--- config.mk ---
export PLATFORM = sky130hd
export DESIGN_NAME = ptd_queue
export DESIGN_NICKNAME = d
export VERILOG_FILES = /design/src/rtl/ptd_queue.sv
export SDC_FILE = /design/constraint.sdc
export NUM_CORES = 1
export LEC_CHECK = 0
export ABC_AREA = 1
export BUFFER_PORTS_ARGS = -buffer_cell sky130_fd_sc_hd__buf_2
export CORE_AREA = 2 2 73 75
export CTS_CLUSTER_SIZE = 30
export DETAILED_ROUTE_END_ITERATION = 16
export DIE_AREA = 0 0 75 77
export MAX_ROUTING_LAYER = met4
export PLACE_DENSITY = 0.6
export SLEW_MARGIN = 25
export SYNTH_ARGS = -nofsm -noshare
export SYNTH_HDL_FRONTEND = slang
export SYNTH_SLANG_ARGS = --single-unit
--- constraint.sdc ---
create_clock -name clk -period 4.2 [get_ports clk]
set_clock_uncertainty 0.15 [all_clocks]
set_input_delay 0 -clock clk [delete_from_list [all_inputs] [get_ports clk]]
set_output_delay 0 -clock clk [all_outputs]
set_load 0.02 [all_outputs]
--- src/rtl/ptd_queue.sv ---
// short fifo between front and back ends
module ptd_queue #(
  parameter int W = 8
) (
  input  logic         clk,
  input  logic         rst_n,
  input  logic         wr_valid,
  output logic         wr_ready,
  input  logic [W-1:0] wr_data,
  output logic         rd_valid,
  input  logic         rd_ready,
  output logic [W-1:0] rd_data
);
  logic [W-1:0] mem_r [4];
  logic [1:0]   wp_r, rp_r;
  logic [2:0]   cnt_r;
  logic         wr, rd;

  assign wr_ready = (cnt_r != 3'd4);
  assign rd_valid = (cnt_r != 3'd0);
  assign wr = wr_valid && wr_ready;
  assign rd = rd_valid && rd_ready;
  assign rd_data = mem_r[rp_r];

  always_ff @(posedge clk) begin
    if (!rst_n) begin
      wp_r <= '0; rp_r <= '0; cnt_r <= '0;
    end else begin
      if (wr) wp_r <= wp_r + 2'd1;
      if (rd) rp_r <= rp_r + 2'd1;
      cnt_r <= cnt_r + 3'(wr) - 3'(rd);
    end
  end

  always_ff @(posedge clk) begin
    if (wr) mem_r[wp_r] <= wr_data;
  end

  a_cnt_range: assert property (@(posedge clk) disable iff (!rst_n) cnt_r <= 3'd4)
    else $error("queue count out of range");
  a_no_overrun: assert property (@(posedge clk) disable iff (!rst_n)
    !(cnt_r == 3'd4 && wr))
    else $error("queue overrun");
  a_no_underrun: assert property (@(posedge clk) disable iff (!rst_n)
    !(cnt_r == 3'd0 && rd))
    else $error("queue underrun");

endmodule

* Word level (Yosys, flattened, before mapping) *
Memory sizes are Yosys's and may differ from the RTL's. A register that Yosys moved wholly into a read port is not among the register bits.
Index checks and enable logic that the tools add are counted.

storage, ports and cells
  register bits = 7
  memory bits (writable) = 32
  input bits = 12
  memories kept = 1

memories
  memory  words  bits a word  read ports  clocked after Yosys merged registers in  write ports  RTL line  RTL
  mem_r   4      8            1           1                                        1            14        logic [W-1:0] mem_r [4];

cells by class
  reduce and logical (&&, ||, !) cells = 3
  add/sub/neg operators = 4
  equality and inequality tests = 1
  muxes and demuxes = 4

operators with widths
  cell                                                            count
  2-bit by 1-bit adder with 2-bit output (second input constant)  2
  2-bit 2-to-1 mux                                                2
  3-bit by 1-bit adder with 3-bit output                          1
  3-bit inequality test (second input constant)                   1
  3-bit nonzero test                                              1
  3-bit by 1-bit subtractor with 3-bit output                     1
  1-bit logical AND                                               2
  1-bit 2-to-1 mux                                                2

* Longest topological paths before layout *
Gate-level depths: netlist of run 1.

  depth after elaboration = 4
  gate-level depth with buffers = 10
  mapped depth without buffers = 10

* Worst setup path after synthesis of run 1 *
No wires, ideal clock.

  path kind = reg2reg
  start = register cnt_r[1]
  end = register cnt_r[2]
  stages on the path, launching flop included = 11
  arrival time = 1811 ps
  period minus slack after synthesis = 2079 ps
  buffers on the path = 0
  setup time = 117 ps
  slack = 2121 ps
  cells stage by stage = dfxtp_1 nor2_2 nand2_2 nand2_1 ha_1 inv_1 ha_1 inv_1 fa_1 o21ai_0 nor2_1

on the way
  longest elaborated chain between the ends = 4

ends and longest elaborated chain
  item                                         RTL line  RTL
  start, declared                              16        logic [2:0] cnt_r;
  start signal, assigned                       31        cnt_r <= cnt_r + 3'(wr) - 3'(rd);
  3-bit inequality test                        19        assign wr_ready = (cnt_r != 3'd4);
  net wr_ready                                 8         output logic wr_ready,
  1-bit logical AND                            21        assign wr = wr_valid && wr_ready;
  3-bit by 1-bit adder with 3-bit output       31
  3-bit by 1-bit subtractor with 3-bit output  31

The timed path passes the listed nets, and every way through them passes these cells.
A chain may end at the register's enable or synchronous reset.

* Worst setup path in the final report of run 1 *
  start = register cnt_r[1]
  end = register cnt_r[2]

on the way
  longest elaborated chain between the ends = 4

ends and longest elaborated chain
  item                                           RTL line
  3-bit inequality test                          19
  1-bit logical AND                              21
  3-bit by 1-bit adder with 3-bit output         31
  3-bit by 1-bit subtractor with 3-bit output *  31

Every way passes the cells marked *; elsewhere a longest branch is shown, timed or not.

==> results of run 1 <==
-- registers in the layout, summed over array words and instances (netlist names), named ones only --
| name | cells |
|---|---|
| mem_r | 32 |
| cnt_r | 3 |
| wp_r | 2 |
| rp_r | 2 |
-- routing by layer --
metal	GRT usage [%]	vias up	part of all wire [%]
li1	-	559	-
met1	13.5	501	46
met2	18.2	20	49
met3	4.20	2	4.6
met4	3.75	0	0.47
met5	-	-	0
-- layout make-up --
cell class | count | area, um^2
tap | 70 | 87.6
timing repair buffer | 32 | 215
clock buffer | 6 | 72.6
multi-input combinational | 82 | 453
inverter | 16 | 60.1
clock inverter | 2 | 35.0
fill | 483 | 2910
sequential | 41 | 1140
-- path summary, 6_finish.rpt --
path / from / to / slack (ps) / depth (start not counted)
setup / recovery: cnt_r[1] / cnt_r[2] / 2080 / 10
hold / removal: wr_data[7] / mem_r[3][7] / 320 / 2
setup reg to reg: cnt_r[1] / cnt_r[2] / 2080 / 10
hold reg to reg: rp_r[0] / rp_r[0] / 340 / 2
-- worst max-delay path, delay by kind of cell (launching register included) --
kind,cells,cell delay (ps)
flip-flops,1,360
AO/OA/AOI/OAI,1,170
AND/OR/NAND/NOR,4,510
adder cells (fa/ha/maj),3,740
buffers and inverters,2,90
-- power groups by stage --
stage                     clock (mW)  sequential, mW  combinational (mW)
after floorplan                    0           0.537               0.263
after global placement             0           0.555               0.337
after detailed placement           0           0.556               0.343
after CTS                      0.314           0.546               0.352
after global routing           0.329           0.555               0.396
final                          0.303           0.545               0.345
-- cell families after synthesis --
family,count (synthesis),synth area share [%]
AND/OR/NAND/NOR,44,10.5
flip-flops,41,68.1
AO/OA/AOI/OAI,31,10.8
adder cells (fa/ha/maj),7,5.67
buffers and inverters,18,4.92
-- per-stage QoR --
step	hold WS [ps]	cell area (um^2)	total power [mW]
2_1_floorplan	-52.4	1680	0.800
3_3_place_gp	69.7	1850	0.893
3_5_place_dp	76.0	1850	0.898
4_1_cts	313	2060	1.21
5_1_grt	322	2060	1.28
6_report	318	2060	1.19
-- cell usage in the layout, fill, tap and decap left out --
cell type,count
o22ai_1,8
o21ai_0,13
a21boi_0,2
nand3_1,3
inv_2,1
a21oi_1,4
clkinv_2,1
o21ai_1,1
nor2_1,27
nor2_2,1
clkbuf_1,1
bufinv_16,1
clkbuf_8,5
o21ai_2,3
nand2_2,2
ha_1,6
nand2_1,11
dlygate4sd3_1,11
dfxtp_1,9
buf_2,21
fa_1,1
inv_1,15
edfxtp_1,32
==> out/summary.md, run 1 <==
Setup repair after global routing left no endpoint under its margin. The cts-stage hold buffer count is 11. Counting flops with an async set or reset pin after synthesis yields a share of 0%. For the worst setup path, the data required time is 4230 ps.

The kind of capture point of the worst setup path was a flop. The tools report the site row count as 26. For this configuration, the core starts out at a cell density of 33.7%. TritonCTS built the clock tree. The routed via count divided by cell count works out to 4.35.

Yosys attributes the largest share of cell area to edfxtp_1 (57%), dfxtp_1 (11%), nor2_1 (6.0%), ha_1 (4.5%), o21ai_0 (3.9%). The critical path is of the flop to flop type. Die height: 77 um.

The sequential share of the synthesized area is 68.1%, and the global placement routability congestion is 0.718. In the synthesized netlist, the cells that appear most often are edfxtp_1 (32), nor2_1 (27), inv_1 (15). The setup TNS after final layout was 0 ps; the antenna diode instance count was 0. The share of synthesized area in the top cell type comes to 57.3%.

Net switching is 33.2% of the power. The timing-limited maximum frequency is 471 MHz, and the die width is 75 um. The count of TritonRoute iterations in the first routing pass was 4; the number of distinct standard cells referenced by the synthesized netlist was 18. In the post-synthesis netlist, the cell with the most instances is edfxtp_1.

The floorplan step defined a die boundary enclosing 0.00578 mm^2. The first routing iteration left 105 violations. For this run, the slowest stage of the critical path takes 360 ps.

22 I/O pins were placed. The minimum clock period after layout was 2120 ps; the critical-path maximum fanout was 6. The total via count after detailed routing was 1082. The internal power of the cells totals 0.797 mW.

Setup violations remaining at the end of the flow were counted as 0. The cell at the root of the clock tree was clkbuf_8. The core utilization of the finished layout came out at 41.5%. The cell area power density is 578 mW/mm^2, and the per-cell routed wire length is 11.9 um.

For the final cell count without fillers, the log shows 249. In this run the power spent charging and discharging nets is 0.396 mW. Post-route fraction of the period consumed by the critical path: 50.5%. Walking the worst path, the cells encountered are nor2_2, nand2_2, nand2_1, ha_1, inv_1, ha_1, inv_1, fa_1, o21ai_0, nor2_1.

In the post-route analysis, the smallest setup slack over all paths is 2080 ps. The H-tree was split into 2 levels. For the number of antenna-violating nets in the routed design, the log shows 0. The worst pin sits at a relative slew slack of 45.7%.

The logs give 0 for the number of setup buffers added after CTS and 141 for the synthesized instance count. The run gives 2 as the maximum count of clock buffers along a single path. The synthesized design contains 32 enable-type register cells. The tools report the total routing usage reported by global routing as 11.5%.

The logs give 0 for the number of antenna violations at the first check in global routing and 0.372 mV for the largest voltage drop on the vdd net. The tools report the count of pins over their slew limit as 0. The logs give 0 for the remaining global-route overflow and 2070 ps for the worst setup slack before clock tree synthesis.

The sequential cell fraction of total power is 45.7%. The number of flip-flops and latches in the synthesized netlist was 41. The analysis attributes to cell leakage a power of 0.802 nW. The number of placed instances, taps included, is 230. In this run the tool buffered the top-level ports with 21 buffer cells. The clock reaches the later pin of the worst-skew pair after 280 ps. The relative area change from synthesis to final layout was 23.1%; the detailed placement HPWL was 1950 um.

The tools report the hold violation total from the final report as 0. The final layout contains routed wiring with a total length of 2960 um. The worst hold path belongs to the class input pin to flop. Of the cells placed in the final design, the portion with a size suffix greater than 1 is 19.6%. For the worst setup path, the data arrival time is 2150 ps.

During synthesis, Yosys emitted a total of 0 warnings. Count of clock tree sinks: 41. After detailed routing, the number of remaining DRC violations is 0.

The flow ran to the end, and the final reports show no timing, DRC or antenna violations. In this run, CTS created clock tree buffers numbering 5. The transition time at the pin with the least slew margin is 812 ps. In the synthesized netlist the dominant register cell turns out to be edfxtp_1.

After clock tree synthesis, the clock-pin slew on the worst setup and hold paths is 80 ps. The number of global-route vias before repair was 1078. Combinational cells account for 28.9% of the total power. The pin count of the biggest net entering global routing was 18; the placeable core region was 0.00498 mm^2.

The tools report the launching element type of the critical path as a flop. For the count of nets after finishing, the log shows 197. The number of nets in the synthesized netlist is 160. Standard cell with the maximum stage delay on the critical path: dfxtp_1.

The average size of a mapped cell was 11.9 um^2. The max capacitance violation total was 0; the summed instance area of the synthesized netlist was 0.00168 mm^2. The wire length of the first global-routing pass is 4760 um. The largest total area in the synthesized netlist belongs to edfxtp_1. The number of gates resized after CTS was 0. Per report_power, the clock group accounts for 25.4% of the total.
Note: power is estimated with default switching activity, not from simulation.
==> run 2: changes to the inputs <==
==> constraint.sdc (replaced) <==
create_clock -name clk -period 2 [get_ports clk]
set_clock_uncertainty 0.15 [all_clocks]
set_input_delay 0 -clock clk [delete_from_list [all_inputs] [get_ports clk]]
set_output_delay 0 -clock clk [all_outputs]
set_load 0.02 [all_outputs]
==> run 2 against run 1 <==
Sequential cell count stayed put; via count rose by 3.5%; clock power rose by 79%; non-clock buffer count increased by 9; largest power group unchanged; register-to-register slack worse by 2000 ps; sequential share of layout area fell by 1.6 points; routed wire length rose by 4.8%; setup slack lost 2000 ps; worst hold slack lost 3.9 ps; first-iteration DRC count down 58%; critical path type unchanged.
==> out/summary.md, run 2 (same netlist as run 1, synthesis figures left out) <==
The run finished with clean final reports. The end of the worst register-to-register path is cnt_r[1] (was cnt_r[2]). The tools report the sum of internal, switching and leakage power as 2.55 mW (was 1.19 mW). The number of antenna-violating nets in the routed design is 0 (unchanged), and the global placement routability congestion is 0.721 (was 0.718).

For the final hold slack, the log shows 314 ps (was 318 ps). The relative area change from synthesis to final layout came out at 27.6% (was 23.1%). The run gives 2 (unchanged) as the maximum count of clock buffers along a single path. The run gives 1920 ps (was 2150 ps) as the data arrival time of the critical path. The tools report the total routing usage reported by global routing as 12.4% (was 11.5%).

For the number of antenna violations at the first check in global routing, the log shows 0 (unchanged). The run gives 0.00115 mm^2 (was 0.00114 mm^2) as the storage element area. Type of the worst setup path: flop to flop (unchanged). The per-cell routed wire length was 12.0 um (was 11.9 um).

The flip-flop count of the largest register after layout was 32 (unchanged). For the critical path data required time, the log shows 2040 ps (was 4230 ps). The standard cell with the maximum stage delay on the critical path is fa_2 (was dfxtp_1). The cell area power density was 1190 mW/mm^2 (was 578 mW/mm^2). Total via count after detailed routing: 1120 (was 1082).

The placeable core region is 0.00498 mm^2 (unchanged), and the count of nets after finishing is 206 (was 197). The antenna diode instance count was 0 (unchanged). The cell at the root of the clock tree is clkbuf_8 (unchanged). The die width came out at 75 um (unchanged).

The tools report the endpoint of the worst setup timing path as cnt_r[1] (was cnt_r[2]). Largest registers in the final layout: mem_r (32), cnt_r (3) (unchanged). The number of fill cells in the layout was 494 (was 483); the remaining global-route overflow was 0 (unchanged).

For the site row count, the log shows 26 (unchanged). Reg2reg setup slack: 120 ps (was 2080 ps). Highest layer used for signal routing: met4 (unchanged). The transition time at the pin with the least slew margin came out at 361 ps (was 812 ps). The wire length on met2 is 1590 um (was 1450 um), and the max capacitance violation total is 0 (unchanged).

The critical-path maximum fanout was 3 (was 6). The post-CTS clock slew at the launch and capture registers of the worst setup and hold paths is 70 ps (was 80 ps), and the headroom to the max-slew limit is 75.9% (was 45.7%). The kind of capture point of the worst setup path was a flop (unchanged). The core utilization of the finished layout came out at 43.0% (was 41.5%).

The hold violation total from the final report is 0 (unchanged), and the post-route fraction of the period consumed by the critical path is 93.9% (was 50.5%). For the routed metal-1 wirelength, the log shows 1330 um (was 1360 um). Setup repair after global routing left no endpoint under its margin. The run gives 0 (unchanged) as the count of pins over their slew limit. The launching element type of the critical path is a flop (unchanged). The leakage component of the power came out at 0.845 nW (was 0.802 nW).

The number of global-route vias before repair was 1142 (was 1078). The register with the highest flop count is mem_r (unchanged). The count of clock tree sinks was 41 (unchanged); the wire length of the first global-routing pass was 5190 um (was 4760 um). Commonest non-fill, non-tap cells in the layout: edfxtp_1 (32), nor2_1 (27), buf_2 (21), inv_1 (15), o21ai_0 (12) (was edfxtp_1 (32), nor2_1 (27), buf_2 (21), inv_1 (15), o21ai_0 (13)). The minimum clock period after layout came out at 1880 ps (was 2120 ps). The number of port buffers is 21 (unchanged), and the number of buffers added by the clock tree synthesis step is 5 (unchanged). The sum of buffers and inverters on the critical path works out to 2 (unchanged). The initial cell density of the core was 33.7% (unchanged).

The worst min-delay path category was input pin to flop (unchanged). Die height: 77 um (unchanged). The run gives 0.00578 mm^2 (unchanged) as the area enclosed by the die boundary. The most common library cell in the layout ignoring fill and taps is edfxtp_1 (unchanged).

The run gives 290 ps (was 280 ps) as the insertion delay to the later sink of the worst-skew pair. Cells along the critical path: nor2_4, a21boi_1, ha_1, inv_1, ha_1, inv_1, fa_2, nor2_1 (was nor2_2, nand2_2, nand2_1, ha_1, inv_1, ha_1, inv_1, fa_1, o21ai_0, nor2_1). The number of H-tree levels was 2 (unchanged); the count of endpoints failing setup in the final report was 0 (unchanged).

Worst-case reg-to-reg path depth: 8 (was 10). For the timing-limited maximum frequency, the log shows 532 MHz (was 471 MHz). The setup TNS after final layout came out at 0 ps (unchanged). The launching element of the worst setup path was cnt_r[0] (was cnt_r[1]). The tools report the wire length on met3 as 124 um (was 136 um). The run gives 0 (unchanged) as the number of remaining DRC errors. The tools report the startpoint of the most critical register-to-register path as cnt_r[0] (was cnt_r[1]). The area of combinational cells with multiple inputs was 472 um^2 (was 453 um^2); the largest voltage drop on the vdd net was 0.868 mV (was 0.372 mV).

The number of cells on the critical path was 8 (was 10); the routed via count divided by cell count was 4.34 (was 4.35). TritonCTS built the clock tree. The family with the most delay on the worst path is adder cells (unchanged).

The fraction of final layout cells with drive strength greater than 1 came out at 26.1% (was 19.6%). The wire length after detailed routing is 3100 um (was 2960 um). The tools report the count of pins on the block boundary as 22 (unchanged).

The count of TritonRoute iterations in the first routing pass is 4 (unchanged), and the detailed placement HPWL is 2030 um (was 1950 um). The initial detailed-routing violation count was 44 (was 105); the highest cell delay on the worst timing path was 510 ps (was 360 ps). The tools report the pin count of the biggest net entering global routing as 17 (was 18).
run 2: changes by cell type in the layout (fill, tap and decap cells not counted), sizes merged:
| cell | change |
|---|---|
| bufinv | -1 |
| buf | +9 |
| clkbuf | +2 |
| clkinv | -1 |
run 2: repair_timing:
action                     in CTS  in global routing
setup endpoints to repair       1                  1
pin swaps                       0                  3
setup buffers                   0                  1
hold endpoints to repair       41                  0
resized for setup               1                  7
gates cloned                    0                  0
hold buffers                   11                  0
run 2: layer usage:
| metal | vias up | track usage, % |
|---|---|---|
| li1 | 575 | - |
| met4 | 0 | 4.82 |
| met5 | - | - |
| met3 | 6 | 4.20 |
| met1 | 520 | 13.7 |
| met2 | 19 | 20.4 |
run 2: worst min path at each step:
stage | start | to | slack (ps) | cells past startpoint
global placement | wr_data[4] | mem_r[3][4] | 70 | 1
floorplan | rst_n | cnt_r[0] | -50 | 2
CTS | wr_data[7] | mem_r[3][7] | 310 | 2
finish | wr_data[6] | mem_r[3][6] | 310 | 2
detailed placement | wr_data[1] | mem_r[2][1] | 70 | 1
global route | wr_data[4] | mem_r[0][4] | 310 | 2
run 2: area by class of cell:
cell class / count / area share, %
Inverter: 16 / 2.81
Clock buffer: 8 / 4.21
Tap cell: 70 / 4.09
Multi-Input combinational cell: 82 / 22.0
Timing Repair Buffer: 41 / 13.2
Sequential cell: 41 / 53.6
run 2: report_power, final:
group,internal (mW),switching [mW],total [mW]
Sequential,1.06,0.0871,1.15
Combinational,0.335,0.524,0.860
Clock,0.281,0.261,0.542
run 2: worst reg2reg max path, cell delays in order (launching register included):
cell and delay (ps):
dfxtp_2 340, nor2_4 150, a21boi_1 80, ha_1 270, inv_1 50, ha_1 130
inv_1 50, fa_2 510, nor2_1 40
run 2: per-stage QoR:
| stage | worst slack, ps | std cells | area [um^2] |
|---|---|---|---|
| 2_1_floorplan | 13.4 | 141 | 1690 |
| 5_1_grt | 17.5 | 258 | 2140 |
| 4_1_cts | 12.9 | 257 | 2120 |
| 3_3_place_gp | 64.3 | 238 | 1920 |
| 6_report | 121 | 258 | 2140 |
| 3_5_place_dp | 17.3 | 238 | 1920 |
==> run 3: changes to the inputs <==
--- a/config.mk
+++ b/config.mk
@@ -12,7 +12,7 @@
 export DETAILED_ROUTE_END_ITERATION = 16
 export DIE_AREA = 0 0 75 77
 export MAX_ROUTING_LAYER = met4
-export PLACE_DENSITY = 0.6
+export PLACE_DENSITY = 0.61
 export SLEW_MARGIN = 25
 export SYNTH_ARGS = -nofsm -noshare
 export SYNTH_HDL_FRONTEND = slang
==> run 3 against run 2 <==
Sequential cell count unchanged; utilization up 0.25 points; sequential power about the same; via count down 0.18%; setup slack worse by 13 ps; clock-buffer cell count down 1; first-iteration DRC count up 23%; total power up 2.8%; non-clock buffer count down 1; die area unchanged; critical endpoint unchanged; largest cell class unchanged.
==> out/summary.md, run 3 (same netlist as run 1, synthesis figures left out) <==
The tools report the detailed placement HPWL as 2020 um (was 2030 um). The cell at the root of the clock tree was clkbuf_8 (unchanged). The per-cell routed wire length was 11.8 um (was 12.0 um); the leakage component of the power was 0.849 nW (was 0.845 nW). The logs give 12.7 ps (was 17.3 ps) for the worst setup slack before clock tree synthesis and 0 (unchanged) for the count of pins over their slew limit. The post-route fraction of the period consumed by the critical path was 94.6% (was 93.9%); the finished layout cell area was 0.00215 mm^2 (was 0.00214 mm^2).

The die height works out to 77 um (unchanged). For the switching component of the power, the log shows 0.883 mW (was 0.872 mW). The area enclosed by the die boundary was 0.00578 mm^2 (unchanged); the count of endpoints failing setup in the final report was 0 (unchanged). The standard cell with the maximum stage delay on the critical path is fa_2 (unchanged). For the sum of internal, switching and leakage power, the log shows 2.62 mW (was 2.55 mW). The type of the worst setup path was flop to flop (unchanged). The switching share of power is 33.7% (was 34.2%), and the global placement routability congestion is 0.705 (was 0.721).

The number of fill cells in the layout is 488 (was 494), and the number of buffers added by the clock tree synthesis step is 5 (unchanged). The logs give 1107 (was 1142) for the number of global-route vias before repair and 1940 ps (was 1920 ps) for the data arrival time of the critical path. The number of antenna-violating nets in the routed design is 0 (unchanged), and the total via count after detailed routing is 1118 (was 1120). The wire length of the first global-routing pass is 4890 um (was 5190 um).

The post-CTS clock slew at the launch and capture registers of the worst setup and hold paths was 80 ps (was 70 ps). Commonest non-fill, non-tap cells in the layout: edfxtp_1 (32), nor2_1 (27), buf_2 (21), inv_1 (15), o21ai_0 (12) (unchanged). For the timing-limited maximum frequency, the log shows 529 MHz (was 532 MHz).

The cell depth of the worst min-delay path is 2 (unchanged), and the critical-path maximum fanout is 6 (was 3). The flow ran to the end, and the final reports show no timing, DRC or antenna violations. The headroom to the max-slew limit was 75.4% (was 75.9%). The die width is 75 um (unchanged), and the count of TritonRoute iterations in the first routing pass is 4 (unchanged). The final setup slack of the worst path was 109 ps (was 121 ps); the relative area change from synthesis to final layout was 28.4% (was 27.6%).

The flip-flop count of the largest register after layout works out to 32 (unchanged). The tools report the core utilization of the finished layout as 43.2% (was 43.0%). The tools report the initial detailed-routing violation count as 54 (was 44). TritonCTS built the clock tree. The most common library cell in the layout ignoring fill and taps is edfxtp_1 (unchanged). The run gives 33.7% (unchanged) as the initial cell density of the core.

The logs give 468 um^2 (was 472 um^2) for the area of combinational cells with multiple inputs and 290 ps (about the same) for the insertion delay to the later sink of the worst-skew pair. Worst min-delay path category: input pin to flop (unchanged). The logs give 0 (unchanged) for the remaining global-route overflow and 257 (was 258) for the final cell count without fillers. The number of instances in the placed design is 237 (was 238), and the sequential cell fraction of total power is 43.9% (was 45.0%). The kind of capture point of the worst setup path is a flop (unchanged). The tools report the launching element type of the critical path as a flop (unchanged). The tools report the count of nets after finishing as 205 (was 206). The number of H-tree levels is 2 (unchanged).

The logs give 11.8% (was 12.4%) for the total routing usage reported by global routing and 22 (unchanged) for the count of pins on the block boundary. The tools report the setup TNS after final layout as 0 ps (unchanged). The tools report the pin count of the biggest net entering global routing as 17 (unchanged).

Transition time at the pin with the least slew margin: 369 ps (was 361 ps). Largest registers in the final layout: mem_r (32), cnt_r (3) (unchanged). The run gives 0.00191 mm^2 (was 0.00192 mm^2) as the area of placed instances. The number of antenna violations at the first check in global routing was 0 (unchanged); the clock network power share was 24.3% (was 21.3%). Number of port buffers: 21 (unchanged).

The run gives 26 (unchanged) as the site row count. The cell area power density is 1220 mW/mm^2 (was 1190 mW/mm^2), and the number of remaining DRC errors is 0 (unchanged). The storage element area was 0.00115 mm^2 (about the same); the maximum count of clock buffers along a single path was 2 (unchanged).

The tools report the wire length after detailed routing as 3040 um (was 3100 um). Cells along the critical path: nor2_4, nand2_4, nand2_2, ha_1, inv_1, ha_1, inv_1, fa_2, nor2_1 (was nor2_4, a21boi_1, ha_1, inv_1, ha_1, inv_1, fa_2, nor2_1). The minimum clock period after layout works out to 1890 ps (was 1880 ps).

The internal power is 1.74 mW (was 1.68 mW), and the antenna diode instance count is 0 (unchanged). Highest cell delay on the worst timing path: 510 ps (about the same). The final hold slack came out at 311 ps (was 314 ps). The fraction of final layout cells with drive strength greater than 1 was 25.7% (was 26.1%). The run gives 0 (unchanged) as the hold violation total from the final report. The register with the highest flop count is mem_r (unchanged).

Combinational power share: 31.8% (was 33.7%). Setup repair after global routing left no endpoint under its margin. The count of clock tree sinks is 41 (unchanged).

The critical path data required time is 2050 ps (was 2040 ps). The max capacitance violation total was 0 (unchanged). The routed via count divided by cell count is 4.35 (was 4.34), and the placeable core region is 0.00498 mm^2 (unchanged). The largest voltage drop on the vdd net was 0.727 mV (was 0.868 mV). The worst-case reg-to-reg path depth is 9 (was 8).
[run 3: changes by cell type in the layout (fill, tap and decap cells not counted), sizes merged]
cell      delta
buf          -1
clkbuf       -1
clkinvlp     +1
[run 3: routing by layer]
| metal | vias up | GRT usage [%] | share of wire, % |
|---|---|---|---|
| li1 | 574 | - | - |
| met1 | 512 | 13.2 | 43 |
| met2 | 26 | 19.0 | 50 |
| met3 | 6 | 4.47 | 4.7 |
| met4 | 0 | 3.75 | 1.4 |
| met5 | - | - | 0 |
[run 3: area by class of cell]
cell class	count	area share (%)
timing repair buffer	40	12.8
tap	70	4.07
clock inverter	1	0.349
multi-input combinational	82	21.7
clock buffer	7	5.00
inverter	16	2.79
sequential	41	53.3
[run 3: power groups by stage]
| stage | clock (mW) | sequential (mW) | combinational [mW] |
|---|---|---|---|
| 6_report | 0.637 | 1.15 | 0.833 |
| 5_1_grt | 0.694 | 1.17 | 0.943 |
| 4_1_cts | 0.657 | 1.15 | 0.823 |
| 3_5_place_dp | 0 | 1.17 | 0.800 |
| 3_3_place_gp | 0 | 1.16 | 0.783 |
| 2_1_floorplan | 0 | 1.14 | 0.566 |
[run 3: critical path, delay by kind of cell (launching register included)]
| kind | cells | cell delay, ps |
|---|---|---|
| adder cells (fa/ha/maj) | 3 | 860 |
| flip-flops | 1 | 370 |
| AND/OR/NAND/NOR | 4 | 310 |
| buffers and inverters | 2 | 110 |
[run 3: path summary, 6_finish.rpt]
check / start / end / slack, ps
max: cnt_r[1] / cnt_r[1] / 110
max reg2reg: cnt_r[1] / cnt_r[1] / 110
min: wr_data[6] / mem_r[1][6] / 310
min reg2reg: rp_r[0] / rp_r[0] / 350
[run 3: timing repair]
action                                  CTS  global route
resized for setup                         1             4
pin swaps                                 0             1
endpoints found under the setup margin    1             2
endpoints found under the hold margin    41             0
setup buffers                             0             1
hold buffers                             11             0
